<file path="src/design/csa_pkg.sv">
// ----------------------------------------------------------------------------
// csa_pkg
// Shared constants, opcodes, status codes and queue entry control type.
// ----------------------------------------------------------------------------
package csa_pkg;

  localparam int DATA_WIDTH_DEF = 64;
  localparam int VALUE_W        = 64;
  localparam int OP_W           = 3;
  localparam int STATUS_W       = 2;
  localparam int FIFO_DEPTH_DEF = 2;

  localparam logic [OP_W-1:0] OP_ADD = 3'd0;
  localparam logic [OP_W-1:0] OP_SUB = 3'd1;
  localparam logic [OP_W-1:0] OP_MUL = 3'd2;
  localparam logic [OP_W-1:0] OP_REM = 3'd3;
  localparam logic [OP_W-1:0] OP_QUO = 3'd4;
  localparam logic [OP_W-1:0] OP_EQ  = 3'd5;

  localparam logic [STATUS_W-1:0] ST_OK   = 2'd0;
  localparam logic [STATUS_W-1:0] ST_TYPE = 2'd1;
  localparam logic [STATUS_W-1:0] ST_OVF  = 2'd2;
  localparam logic [STATUS_W-1:0] ST_DIV  = 2'd3;

  localparam int KIND_W = 3;
  localparam logic [KIND_W-1:0] K_CONST = 3'd0;
  localparam logic [KIND_W-1:0] K_ADD   = 3'd1;
  localparam logic [KIND_W-1:0] K_SUB   = 3'd2;
  localparam logic [KIND_W-1:0] K_MUL   = 3'd3;
  localparam logic [KIND_W-1:0] K_REM   = 3'd4;
  localparam logic [KIND_W-1:0] K_QUO   = 3'd5;

  typedef struct packed {
    logic [KIND_W-1:0]   kind;
    logic [STATUS_W-1:0] status;
    logic                bit_val;
  } csa_ctl_t;

endpackage

</file>
<file path="src/design/csa_front.sv">
// ----------------------------------------------------------------------------
// csa_front
// Decodes the opcode and resolves type errors, divide errors and equality.
// ----------------------------------------------------------------------------
module csa_front #(
  parameter int DATA_WIDTH = csa_pkg::DATA_WIDTH_DEF
) (
  input  logic [csa_pkg::OP_W-1:0]    op,
  input  logic [csa_pkg::VALUE_W-1:0] operand_a,
  input  logic [csa_pkg::VALUE_W-1:0] operand_b,
  input  logic                        a_is_integer,
  input  logic                        b_is_integer,
  output csa_pkg::csa_ctl_t           ctl,
  output logic [DATA_WIDTH-1:0]       a,
  output logic [DATA_WIDTH-1:0]       b
);

  localparam logic [DATA_WIDTH-1:0] MINV = {1'b1, {(DATA_WIDTH-1){1'b0}}};

  logic ints;
  logic div_err;

  assign a       = operand_a[DATA_WIDTH-1:0];
  assign b       = operand_b[DATA_WIDTH-1:0];
  assign ints    = a_is_integer & b_is_integer;
  assign div_err = (b == '0) || ((a == MINV) && (b == '1));

  always_comb begin
    ctl.kind    = csa_pkg::K_CONST;
    ctl.status  = csa_pkg::ST_OK;
    ctl.bit_val = 1'b0;
    case (op)
      csa_pkg::OP_ADD, csa_pkg::OP_SUB, csa_pkg::OP_MUL,
      csa_pkg::OP_REM, csa_pkg::OP_QUO: begin
        if (!ints) begin
          ctl.status = csa_pkg::ST_TYPE;
        end else if (op == csa_pkg::OP_ADD) begin
          ctl.kind = csa_pkg::K_ADD;
        end else if (op == csa_pkg::OP_SUB) begin
          ctl.kind = csa_pkg::K_SUB;
        end else if (op == csa_pkg::OP_MUL) begin
          ctl.kind = csa_pkg::K_MUL;
        end else if (div_err) begin
          ctl.status = csa_pkg::ST_DIV;
        end else if (op == csa_pkg::OP_REM) begin
          ctl.kind = csa_pkg::K_REM;
        end else begin
          ctl.kind = csa_pkg::K_QUO;
        end
      end
      csa_pkg::OP_EQ: begin
        ctl.bit_val = (a == b);
      end
      default: begin
        ctl.bit_val = 1'b0;
      end
    endcase
  end

endmodule

</file>
<file path="src/design/csa_fifo.sv">
// ----------------------------------------------------------------------------
// csa_fifo
// Short queue between the decode front and the execute back.
// ----------------------------------------------------------------------------
module csa_fifo #(
  parameter int DATA_WIDTH = csa_pkg::DATA_WIDTH_DEF
) (
  input  logic                  clk,
  input  logic                  rst_n,
  input  logic                  push,
  input  csa_pkg::csa_ctl_t     push_ctl,
  input  logic [DATA_WIDTH-1:0] push_a,
  input  logic [DATA_WIDTH-1:0] push_b,
  output logic                  full,
  input  logic                  pop,
  output logic                  valid,
  output csa_pkg::csa_ctl_t     q_ctl,
  output logic [DATA_WIDTH-1:0] q_a,
  output logic [DATA_WIDTH-1:0] q_b
);

  localparam int DEPTH = csa_pkg::FIFO_DEPTH_DEF;
  localparam int PW    = (DEPTH > 1) ? $clog2(DEPTH) : 1;
  localparam int CW    = $clog2(DEPTH + 1);

  csa_pkg::csa_ctl_t     ctl_mem [DEPTH];
  logic [DATA_WIDTH-1:0] a_mem   [DEPTH];
  logic [DATA_WIDTH-1:0] b_mem   [DEPTH];

  logic [PW-1:0] wr_ptr_r, wr_ptr_nxt, rd_ptr_r, rd_ptr_nxt;
  logic [CW-1:0] cnt_r, cnt_nxt;

  assign full  = (cnt_r == CW'(DEPTH));
  assign valid = (cnt_r != '0);
  assign q_ctl = ctl_mem[rd_ptr_r];
  assign q_a   = a_mem[rd_ptr_r];
  assign q_b   = b_mem[rd_ptr_r];

  always_comb begin
    wr_ptr_nxt = wr_ptr_r;
    rd_ptr_nxt = rd_ptr_r;
    cnt_nxt    = cnt_r;
    if (push) begin
      wr_ptr_nxt = (wr_ptr_r == PW'(DEPTH - 1)) ? '0 : wr_ptr_r + 1'b1;
    end
    if (pop) begin
      rd_ptr_nxt = (rd_ptr_r == PW'(DEPTH - 1)) ? '0 : rd_ptr_r + 1'b1;
    end
    if (push && !pop) begin
      cnt_nxt = cnt_r + 1'b1;
    end else if (pop && !push) begin
      cnt_nxt = cnt_r - 1'b1;
    end
  end

  always_ff @(posedge clk) begin
    if (!rst_n) begin
      wr_ptr_r <= '0;
      rd_ptr_r <= '0;
      cnt_r    <= '0;
    end else begin
      wr_ptr_r <= wr_ptr_nxt;
      rd_ptr_r <= rd_ptr_nxt;
      cnt_r    <= cnt_nxt;
    end
  end

  always_ff @(posedge clk) begin
    if (push) begin
      ctl_mem[wr_ptr_r] <= push_ctl;
      a_mem[wr_ptr_r]   <= push_a;
      b_mem[wr_ptr_r]   <= push_b;
    end
  end

  a_no_overflow: assert property (@(posedge clk) disable iff (!rst_n)
    full |-> !push || pop) else $error("queue push while full");
  a_no_underflow: assert property (@(posedge clk) disable iff (!rst_n)
    pop |-> valid) else $error("queue pop while empty");
  a_count_step: assert property (@(posedge clk) disable iff (!rst_n)
    (push && !pop) |=> cnt_r == $past(cnt_r) + 1'b1) else $error("queue count slip");

endmodule

</file>
<file path="src/design/csa_back.sv">
// ----------------------------------------------------------------------------
// csa_back
// Execute unit: registered add/sub, shared 32-bit multiplier over four
// partial products, and a one-bit-per-cycle restoring divider.
// ----------------------------------------------------------------------------
module csa_back #(
  parameter int DATA_WIDTH = csa_pkg::DATA_WIDTH_DEF
) (
  input  logic                             clk,
  input  logic                             rst_n,
  input  logic                             q_valid,
  input  csa_pkg::csa_ctl_t                q_ctl,
  input  logic [DATA_WIDTH-1:0]            q_a,
  input  logic [DATA_WIDTH-1:0]            q_b,
  output logic                             q_pop,
  output logic                             out_valid,
  input  logic                             out_ready,
  output logic [csa_pkg::VALUE_W-1:0]      out_value,
  output logic [csa_pkg::STATUS_W-1:0]     out_status
);

  localparam int W    = DATA_WIDTH;
  localparam int HALF = (W + 1) / 2;
  localparam int ACCW = 4 * HALF;
  localparam int CW   = $clog2(W + 1);
  localparam int OW   = csa_pkg::VALUE_W;

  localparam logic [1:0] S_IDLE = 2'd0;
  localparam logic [1:0] S_MUL  = 2'd1;
  localparam logic [1:0] S_DIV  = 2'd2;
  localparam logic [1:0] S_FIN  = 2'd3;

  logic [1:0]                  state_r, state_nxt;
  logic                        out_valid_r, out_valid_nxt;
  logic [OW-1:0]               out_value_r, out_value_nxt;
  logic [csa_pkg::STATUS_W-1:0] out_status_r, out_status_nxt;

  logic [W-1:0]      ma_r, ma_nxt, mb_r, mb_nxt, rem_r, rem_nxt;
  logic              neg_r, neg_nxt, is_mul_r, is_mul_nxt, is_rem_r, is_rem_nxt;
  logic [2:0]        step_r, step_nxt;
  logic [CW-1:0]     cnt_r, cnt_nxt;
  logic [2*HALF-1:0] prod_r, prod_nxt;
  logic [1:0]        sh_r, sh_nxt;
  logic [ACCW-1:0]   acc_r, acc_nxt;

  logic [W-1:0]      sum, dif, abs_a, abs_b, trial, fin_mag, lim;
  logic [2*HALF-1:0] ma_x, mb_x;
  logic [HALF-1:0]   pa, pb;
  logic [ACCW-1:0]   prod_sh;
  logic              sa, sb, add_ovf, sub_ovf, ge, mul_ovf;
  logic signed [W-1:0] res_s;

  assign sa      = q_a[W-1];
  assign sb      = q_b[W-1];
  assign sum     = q_a + q_b;
  assign dif     = q_a - q_b;
  assign add_ovf = (sa == sb) && (sum[W-1] != sa);
  assign sub_ovf = (sa != sb) && (dif[W-1] != sa);
  assign abs_a   = sa ? (~q_a + 1'b1) : q_a;
  assign abs_b   = sb ? (~q_b + 1'b1) : q_b;

  assign q_pop = (state_r == S_IDLE) && q_valid && (!out_valid_r || out_ready);

  assign ma_x = (2*HALF)'(ma_r);
  assign mb_x = (2*HALF)'(mb_r);
  assign pa   = step_r[1] ? ma_x[2*HALF-1:HALF] : ma_x[HALF-1:0];
  assign pb   = step_r[0] ? mb_x[2*HALF-1:HALF] : mb_x[HALF-1:0];

  always_comb begin
    case (sh_r)
      2'd0:    prod_sh = ACCW'(prod_r);
      2'd1:    prod_sh = ACCW'(prod_r) << HALF;
      default: prod_sh = ACCW'(prod_r) << (2 * HALF);
    endcase
  end

  assign trial   = {rem_r[W-2:0], ma_r[W-1]};
  assign ge      = (trial >= mb_r);
  assign lim     = neg_r ? {1'b1, {(W-1){1'b0}}} : {1'b0, {(W-1){1'b1}}};
  assign fin_mag = is_mul_r ? acc_r[W-1:0] : (is_rem_r ? rem_r : ma_r);
  assign mul_ovf = is_mul_r && ((|acc_r[ACCW-1:W]) || (acc_r[W-1:0] > lim));
  assign res_s   = mul_ovf ? '0 : (neg_r ? (~fin_mag + 1'b1) : fin_mag);

  always_comb begin
    state_nxt      = state_r;
    out_valid_nxt  = out_valid_r && !out_ready;
    out_value_nxt  = out_value_r;
    out_status_nxt = out_status_r;
    ma_nxt         = ma_r;
    mb_nxt         = mb_r;
    rem_nxt        = rem_r;
    neg_nxt        = neg_r;
    is_mul_nxt     = is_mul_r;
    is_rem_nxt     = is_rem_r;
    step_nxt       = step_r;
    cnt_nxt        = cnt_r;
    prod_nxt       = prod_r;
    sh_nxt         = sh_r;
    acc_nxt        = acc_r;
    case (state_r)
      S_IDLE: begin
        if (q_pop) begin
          ma_nxt     = abs_a;
          mb_nxt     = abs_b;
          rem_nxt    = '0;
          acc_nxt    = '0;
          step_nxt   = '0;
          cnt_nxt    = CW'(W);
          is_mul_nxt = (q_ctl.kind == csa_pkg::K_MUL);
          is_rem_nxt = (q_ctl.kind == csa_pkg::K_REM);
          neg_nxt    = (q_ctl.kind == csa_pkg::K_REM) ? sa : (sa ^ sb);
          case (q_ctl.kind)
            csa_pkg::K_ADD: begin
              out_valid_nxt  = 1'b1;
              out_value_nxt  = add_ovf ? '0 : OW'($signed(sum));
              out_status_nxt = add_ovf ? csa_pkg::ST_OVF : csa_pkg::ST_OK;
            end
            csa_pkg::K_SUB: begin
              out_valid_nxt  = 1'b1;
              out_value_nxt  = sub_ovf ? '0 : OW'($signed(dif));
              out_status_nxt = sub_ovf ? csa_pkg::ST_OVF : csa_pkg::ST_OK;
            end
            csa_pkg::K_MUL: begin
              state_nxt = S_MUL;
            end
            csa_pkg::K_REM, csa_pkg::K_QUO: begin
              state_nxt = S_DIV;
            end
            default: begin
              out_valid_nxt  = 1'b1;
              out_value_nxt  = OW'(q_ctl.bit_val);
              out_status_nxt = q_ctl.status;
            end
          endcase
        end
      end
      S_MUL: begin
        if (step_r != 3'd0) begin
          acc_nxt = acc_r + prod_sh;
        end
        prod_nxt = pa * pb;
        sh_nxt   = 2'(step_r[1]) + 2'(step_r[0]);
        step_nxt = step_r + 1'b1;
        if (step_r == 3'd4) begin
          state_nxt = S_FIN;
        end
      end
      S_DIV: begin
        rem_nxt = ge ? (trial - mb_r) : trial;
        ma_nxt  = {ma_r[W-2:0], ge};
        cnt_nxt = cnt_r - 1'b1;
        if (cnt_r == CW'(1)) begin
          state_nxt = S_FIN;
        end
      end
      default: begin
        out_valid_nxt  = 1'b1;
        out_value_nxt  = OW'(res_s);
        out_status_nxt = mul_ovf ? csa_pkg::ST_OVF : csa_pkg::ST_OK;
        state_nxt      = S_IDLE;
      end
    endcase
  end

  always_ff @(posedge clk) begin
    if (!rst_n) begin
      state_r     <= S_IDLE;
      out_valid_r <= 1'b0;
    end else begin
      state_r     <= state_nxt;
      out_valid_r <= out_valid_nxt;
    end
  end

  always_ff @(posedge clk) begin
    out_value_r  <= out_value_nxt;
    out_status_r <= out_status_nxt;
    ma_r         <= ma_nxt;
    mb_r         <= mb_nxt;
    rem_r        <= rem_nxt;
    neg_r        <= neg_nxt;
    is_mul_r     <= is_mul_nxt;
    is_rem_r     <= is_rem_nxt;
    step_r       <= step_nxt;
    cnt_r        <= cnt_nxt;
    prod_r       <= prod_nxt;
    sh_r         <= sh_nxt;
    acc_r        <= acc_nxt;
  end

  assign out_valid  = out_valid_r;
  assign out_value  = out_value_r;
  assign out_status = out_status_r;

  a_busy_no_out: assert property (@(posedge clk) disable iff (!rst_n)
    (state_r != S_IDLE) |-> !out_valid_r) else $error("result held while busy");
  a_err_zero: assert property (@(posedge clk) disable iff (!rst_n)
    (out_valid_r && out_status_r != csa_pkg::ST_OK) |-> out_value_r == '0)
    else $error("nonzero value on error");
  a_fin_delivers: assert property (@(posedge clk) disable iff (!rst_n)
    (state_r == S_FIN) |=> (state_r == S_IDLE) && out_valid_r)
    else $error("finish did not load result");

endmodule

</file>
<file path="src/design/checked_signed_alu.sv">
// ----------------------------------------------------------------------------
// checked_signed_alu
// Overflow-checked signed ALU: decode front, short queue, execute back.
//
//  channel | ports                                                   | dir
//  in      | in_valid/in_ready, in_op, in_operand_a/b, in_*_is_integer | in
//  out     | out_valid/out_ready, out_value, out_status               | out
//
// Add, subtract, equality and every error case: one transfer per cycle while the back is idle and out_ready is high.
// Multiply: runs through the back unit's S_MUL and S_FIN states (shared 32-bit multiplier, 4 products).
// Quotient and remainder: restoring division in the back unit, one quotient bit per cycle.
// A 2-entry queue lets the input take up to two transfers while the back is busy.
// Reset is synchronous, active low, and empties queue and result register.
// ----------------------------------------------------------------------------
module checked_signed_alu #(
  parameter int DATA_WIDTH = csa_pkg::DATA_WIDTH_DEF
) (
  input  logic                         clk,
  input  logic                         rst_n,
  input  logic                         in_valid,
  output logic                         in_ready,
  input  logic [csa_pkg::OP_W-1:0]     in_op,
  input  logic [csa_pkg::VALUE_W-1:0]  in_operand_a,
  input  logic [csa_pkg::VALUE_W-1:0]  in_operand_b,
  input  logic                         in_a_is_integer,
  input  logic                         in_b_is_integer,
  output logic                         out_valid,
  input  logic                         out_ready,
  output logic [csa_pkg::VALUE_W-1:0]  out_value,
  output logic [csa_pkg::STATUS_W-1:0] out_status
);

  csa_pkg::csa_ctl_t     f_ctl, q_ctl;
  logic [DATA_WIDTH-1:0] f_a, f_b, q_a, q_b;
  logic                  full, q_valid, q_pop, push;

  assign in_ready = !full;
  assign push     = in_valid && !full;

  csa_front #(.DATA_WIDTH(DATA_WIDTH)) u_front (
    .op           (in_op),
    .operand_a    (in_operand_a),
    .operand_b    (in_operand_b),
    .a_is_integer (in_a_is_integer),
    .b_is_integer (in_b_is_integer),
    .ctl          (f_ctl),
    .a            (f_a),
    .b            (f_b)
  );

  csa_fifo #(.DATA_WIDTH(DATA_WIDTH)) u_fifo (
    .clk      (clk),
    .rst_n    (rst_n),
    .push     (push),
    .push_ctl (f_ctl),
    .push_a   (f_a),
    .push_b   (f_b),
    .full     (full),
    .pop      (q_pop),
    .valid    (q_valid),
    .q_ctl    (q_ctl),
    .q_a      (q_a),
    .q_b      (q_b)
  );

  csa_back #(.DATA_WIDTH(DATA_WIDTH)) u_back (
    .clk        (clk),
    .rst_n      (rst_n),
    .q_valid    (q_valid),
    .q_ctl      (q_ctl),
    .q_a        (q_a),
    .q_b        (q_b),
    .q_pop      (q_pop),
    .out_valid  (out_valid),
    .out_ready  (out_ready),
    .out_value  (out_value),
    .out_status (out_status)
  );

endmodule
</file>
<file path="config.mk">
export PLATFORM = sky130hd
export DESIGN_NAME = checked_signed_alu
export DESIGN_NICKNAME = d
export VERILOG_FILES = /design/src/design/csa_pkg.sv /design/src/design/csa_front.sv /design/src/design/csa_fifo.sv /design/src/design/csa_back.sv /design/src/design/checked_signed_alu.sv
export SDC_FILE = /design/constraint.sdc
export NUM_CORES = 2
export LEC_CHECK = 0
export BUFFER_PORTS_ARGS = -buffer_cell sky130_fd_sc_hd__buf_2
export CORE_MARGIN = 10
export CORE_UTILIZATION = 54
export DETAILED_ROUTE_END_ITERATION = 6
export PLACE_DENSITY = 0.72
export SETUP_SLACK_MARGIN = 0.5
export SYNTH_ARGS = -nofsm -noshare
export SYNTH_HDL_FRONTEND = slang
export SYNTH_SLANG_ARGS = --single-unit
export TNS_END_PERCENT = 1
</file>
<file path="constraint.sdc">
create_clock -name clk -period 10.5 [get_ports clk]
set_clock_uncertainty 0.15 [all_clocks]
set_input_delay 1.05 -clock clk [delete_from_list [all_inputs] [get_ports clk]]
set_output_delay 1.05 -clock clk [all_outputs]
set_load 0.02 [all_outputs]
</file>
==> load_flow_metrics.sql <==
INSERT INTO impl_metrics (metric_group, metric, value, unit) VALUES
('die', 'fp.coreArea', '165000', 'µm²'),
('synth', 'yosys_warnings', '0', ''),
('synth', 'netlist.top_cell.by_area', 'sky130_fd_sc_hd__edfxtp_1', ''),
('setup_path', 'setup.worst_path.class', 'flop to flop', ''),
('route', 'post_drt_wl_per_cell', '31.9', 'µm'),
('setup_path', 'critical_path_arrival', '10060', 'ps'),
('synth', 'synthXorXnorAreaFrac', '4.96', '%'),
('grt', 'initial_antenna_violation_count', '30', ''),
('setup_path', 'critical_path.max_fanout', '66', ''),
('synth', 'synth_sequential_area_ratio', '24.8', '%'),
('synth', 'combinational_family_with_the_most_area_after_synthesis', 'adder cells', ''),
('synth', 'synth_edf_count', '733', ''),
('route', 'drt_first_pass_iters', '7', ''),
('synth', 'synth_area_leaders', 'sky130_fd_sc_hd__edfxtp_1 (25%), sky130_fd_sc_hd__fa_1 (20%), sky130_fd_sc_hd__ha_1 (9.2%), sky130_fd_sc_hd__nor2_1 (5.2%), sky130_fd_sc_hd__inv_1 (5.0%)', ''),
('die', 'placement_rows', '149', ''),
('place', 'dpl.hpwl', '317', 'mm'),
('route', 'drt_wl_total', '392', 'mm'),
('die', 'initial_core_util', '54.2', '%'),
('grt', 'globalRoute.totalOverflow', '0', ''),
('timing', 'maxSlewHeadroom', '5.68', '%'),
('setup_path', 'ff2ff_setup_slack', '810', 'ps'),
('outcome', 'status', 'finished clean', ''),
('clock_network', 'clkSlewWorstSetupHoldPaths', '60', 'ps'),
('synth', 'synth-simple-area-share', '15.2', '%'),
('clock_network', 'clock_tree.root_cell', 'sky130_fd_sc_hd__clkbuf_16', ''),
('clock_network', 'cts_hold_buffers_added', '0', ''),
('timing', 'final_critical_path_setup_slack', '814', 'ps'),
('timing', 'f_max', '103', 'MHz'),
('synth', 'synthesis_stage_register_bit_count', '741', ''),
('setup_path', 'regToRegStartpoint', 'u_back.step_r[1]$_SDFFCE_PN0P_', ''),
('finish', 'fin_nets', '11693', ''),
('timing', 'finalHoldViolCount', '0', ''),
('setup_path', 'crit_path_end_kind', 'flop', ''),
('setup_path', 'reg2reg_to', 'u_back.prod_r[62]$_DFFE_PP_', ''),
('job', 'max_cap_violations', '0', ''),
('place', 'dpl_worst_slack', '541', 'ps'),
('finish', 'utilization', '58.6', '%'),
('finish', 'fill_cell_instance_count_of_the_final_layout', '14539', ''),
('die', 'top_level_ports', '205', ''),
('grt', 'grt.busiest_layer', 'met2', ''),
('synth', 'share_of_the_synthesized_area_in_compound_gates_ao_oa_aoi_oai', '14.5', '%'),
('synth', 'synth_largest_type_area_fraction', '24.6', '%'),
('clock_network', 'tritoncts', 'done', ''),
('grt', 'global_route.usage.total', '42.0', '%'),
('setup_path', 'setup.worst_path.start', 'u_back.step_r[1]$_SDFFCE_PN0P_', ''),
('setup_path', 'timing.critical_path.depth', '27', ''),
('place', 'io_buffer_count', '204', ''),
('setup_path', 'critPathTopFamily', 'adder cells', ''),
('setup_path', 'crit_top_cell', 'sky130_fd_sc_hd__fa_1', ''),
('finish', 'synthToLayoutAreaGrowth', '8.05', '%'),
('clock_network', 'clock_tree.buffer_depth', '3', ''),
('setup_path', 'worstPathRequired', '10870', 'ps'),
('place', 'finalWeightedCongestion', '1.13', ''),
('clock_network', 'clock_latency', '780', 'ps'),
('grt', 'grt_start_max_net_pins', '136', ''),
('synth', 'yosysUniqueCellTypes', '89', ''),
('synth', 'syn_avg_cell_area', '9.01', 'µm²'),
('timing', 'rsz0062_at_grt', 'false', ''),
('finish', 'final_layout_size_suffix_gt1_share', '8.06', '%'),
('route', 'drc', '0', ''),
('synth', 'ys_dominant_reg_cell', 'sky130_fd_sc_hd__edfxtp_1', ''),
('grt', 'met1_usage', '50.0', '%'),
('synth', 'mux_contribution_to_synthesized_area', '4.17', '%'),
('setup_path', 'timing.critical_path.to', 'u_back.prod_r[62]$_DFFE_PP_', ''),
('grt', 'grt_pass1_wl', '552', 'mm'),
('setup_path', 'crit_buf_inv', '4', ''),
('timing', 'fin_crit', '9690', 'ps'),
('grt', 'gr-usage-met3', '12.0', '%'),
('finish', 'final_cells', '12277', ''),
('route', 'routed_via_density', '6.54', ''),
('grt', 'met2_capacity_usage_during_global_routing', '63.3', '%');
==> timing repair <==
item / CTS / global route
setup buffers: 0 / 8
endpoints found under the setup margin: 0 / 9
resized for setup: 0 / 4
==> cells in the final DEF, fill, tap and decap left out, drive strengths merged, types with 45 or more instances in the layout <==
cell,netlist,final
inv,1198,1204
mux2,102,102
o31ai,59,59
xor2,137,137
o21a,51,51
and2,101,101
nor2b,45,45
o21bai,118,118
nand3,123,123
edfxtp,733,733
ha,656,656
a21o,193,193
a21boi,55,55
o21ai,450,450
nand2,924,924
nand4,158,158
a21oi,629,629
nand2b,50,50
a31oi,71,71
nor2,1241,1241
nor4,107,107
mux2i,257,258
o211ai,49,49
clkbuf,404,106
buf,52,439
nor3,131,131
fa,900,900
xnor2,369,369
==> synth_stat cells, drive strengths merged (193+ instances only) <==
master,number
o21ai,450
xnor2,369
inv,1198
mux2i,257
nand2,924
clkbuf,404
fa,900
ha,656
a21oi,629
nor2,1241
edfxtp,733
a21o,193
==> stage by stage <==
stage	instance area [µm²]	hold WS (ps)
floorplan	89400	324
global placement	93500	336
detailed placement	93500	368
CTS	96400	335
global route	96600	360
finish	96600	380
==> sequential cells by signal, indices dropped and copies added, names as in the netlist, 2 cells and up, named ones only <==
| signal | flops |
|---|---|
| u_back.acc_r | 128 |
| u_back.cnt_r | 7 |
| u_back.ma_r | 64 |
| u_back.mb_r | 64 |
| u_back.out_status | 2 |
| u_back.out_value | 64 |
| u_back.prod_r | 64 |
| u_back.rem_r | 64 |
| u_back.sh_r | 2 |
| u_back.state_r | 2 |
| u_back.step_r | 3 |
| u_fifo.a_mem | 128 |
| u_fifo.b_mem | 128 |
| u_fifo.cnt_r | 2 |
| u_fifo.ctl_mem | 12 |
==> worst min-delay path by stage <==
stage          cells past startpoint                             end                      startpoint  slack [ps]
3_5_place_dp                       2    u_fifo.cnt_r[1]$_SDFFE_PN0P_    u_fifo.cnt_r[1]$_SDFFE_PN0P_         370
2_1_floorplan                      2  u_back.state_r[1]$_SDFFE_PN0P_  u_back.state_r[1]$_SDFFE_PN0P_         320
3_3_place_gp                       2    u_fifo.cnt_r[1]$_SDFFE_PN0P_    u_fifo.cnt_r[1]$_SDFFE_PN0P_         340
6_report                           1   u_fifo.a_mem[0][27]$_DFFE_PP_                in_operand_a[27]         380
4_1_cts                            1   u_fifo.a_mem[0][27]$_DFFE_PP_                in_operand_a[27]         340
5_1_grt                            1   u_fifo.a_mem[0][27]$_DFFE_PP_                in_operand_a[27]         360
==> metal layers <==
metal	part of all wire (%)	routed length (µm)
met5	0.021	82
met4	10	40400
met3	12	46200
met2	43	169000
met1	35	136000
==> kinds of logic (layout without fill, tap and decap cells) <==
group	Yosys count	after routing
AND/OR/NAND/NOR	3061	3061
adder cells (fa/ha/maj)	1556	1556
AO/OA/AOI/OAI	2046	2046
multiplexers	359	360
other	0	19
buffers and inverters	1657	1799
flip-flops	741	741
XOR/XNOR	506	506
==> area by class of cell <==
class / instances / area (µm²) / share of cell area, %
timing repair buffer: 439 / 2850 / 2.95
clock buffer: 106 / 2280 / 2.36
tap: 2189 / 2740 / 2.84
antenna: 19 / 47.5 / 0.0492
sequential: 741 / 22200 / 23.0
multi-input combinational: 7529 / 61300 / 63.5
inverter: 1201 / 4510 / 4.67
clock inverter: 53 / 651 / 0.674
Power is not shown: default switching activity piles up to over one toggle a cycle in this logic, so the estimate is an artifact.
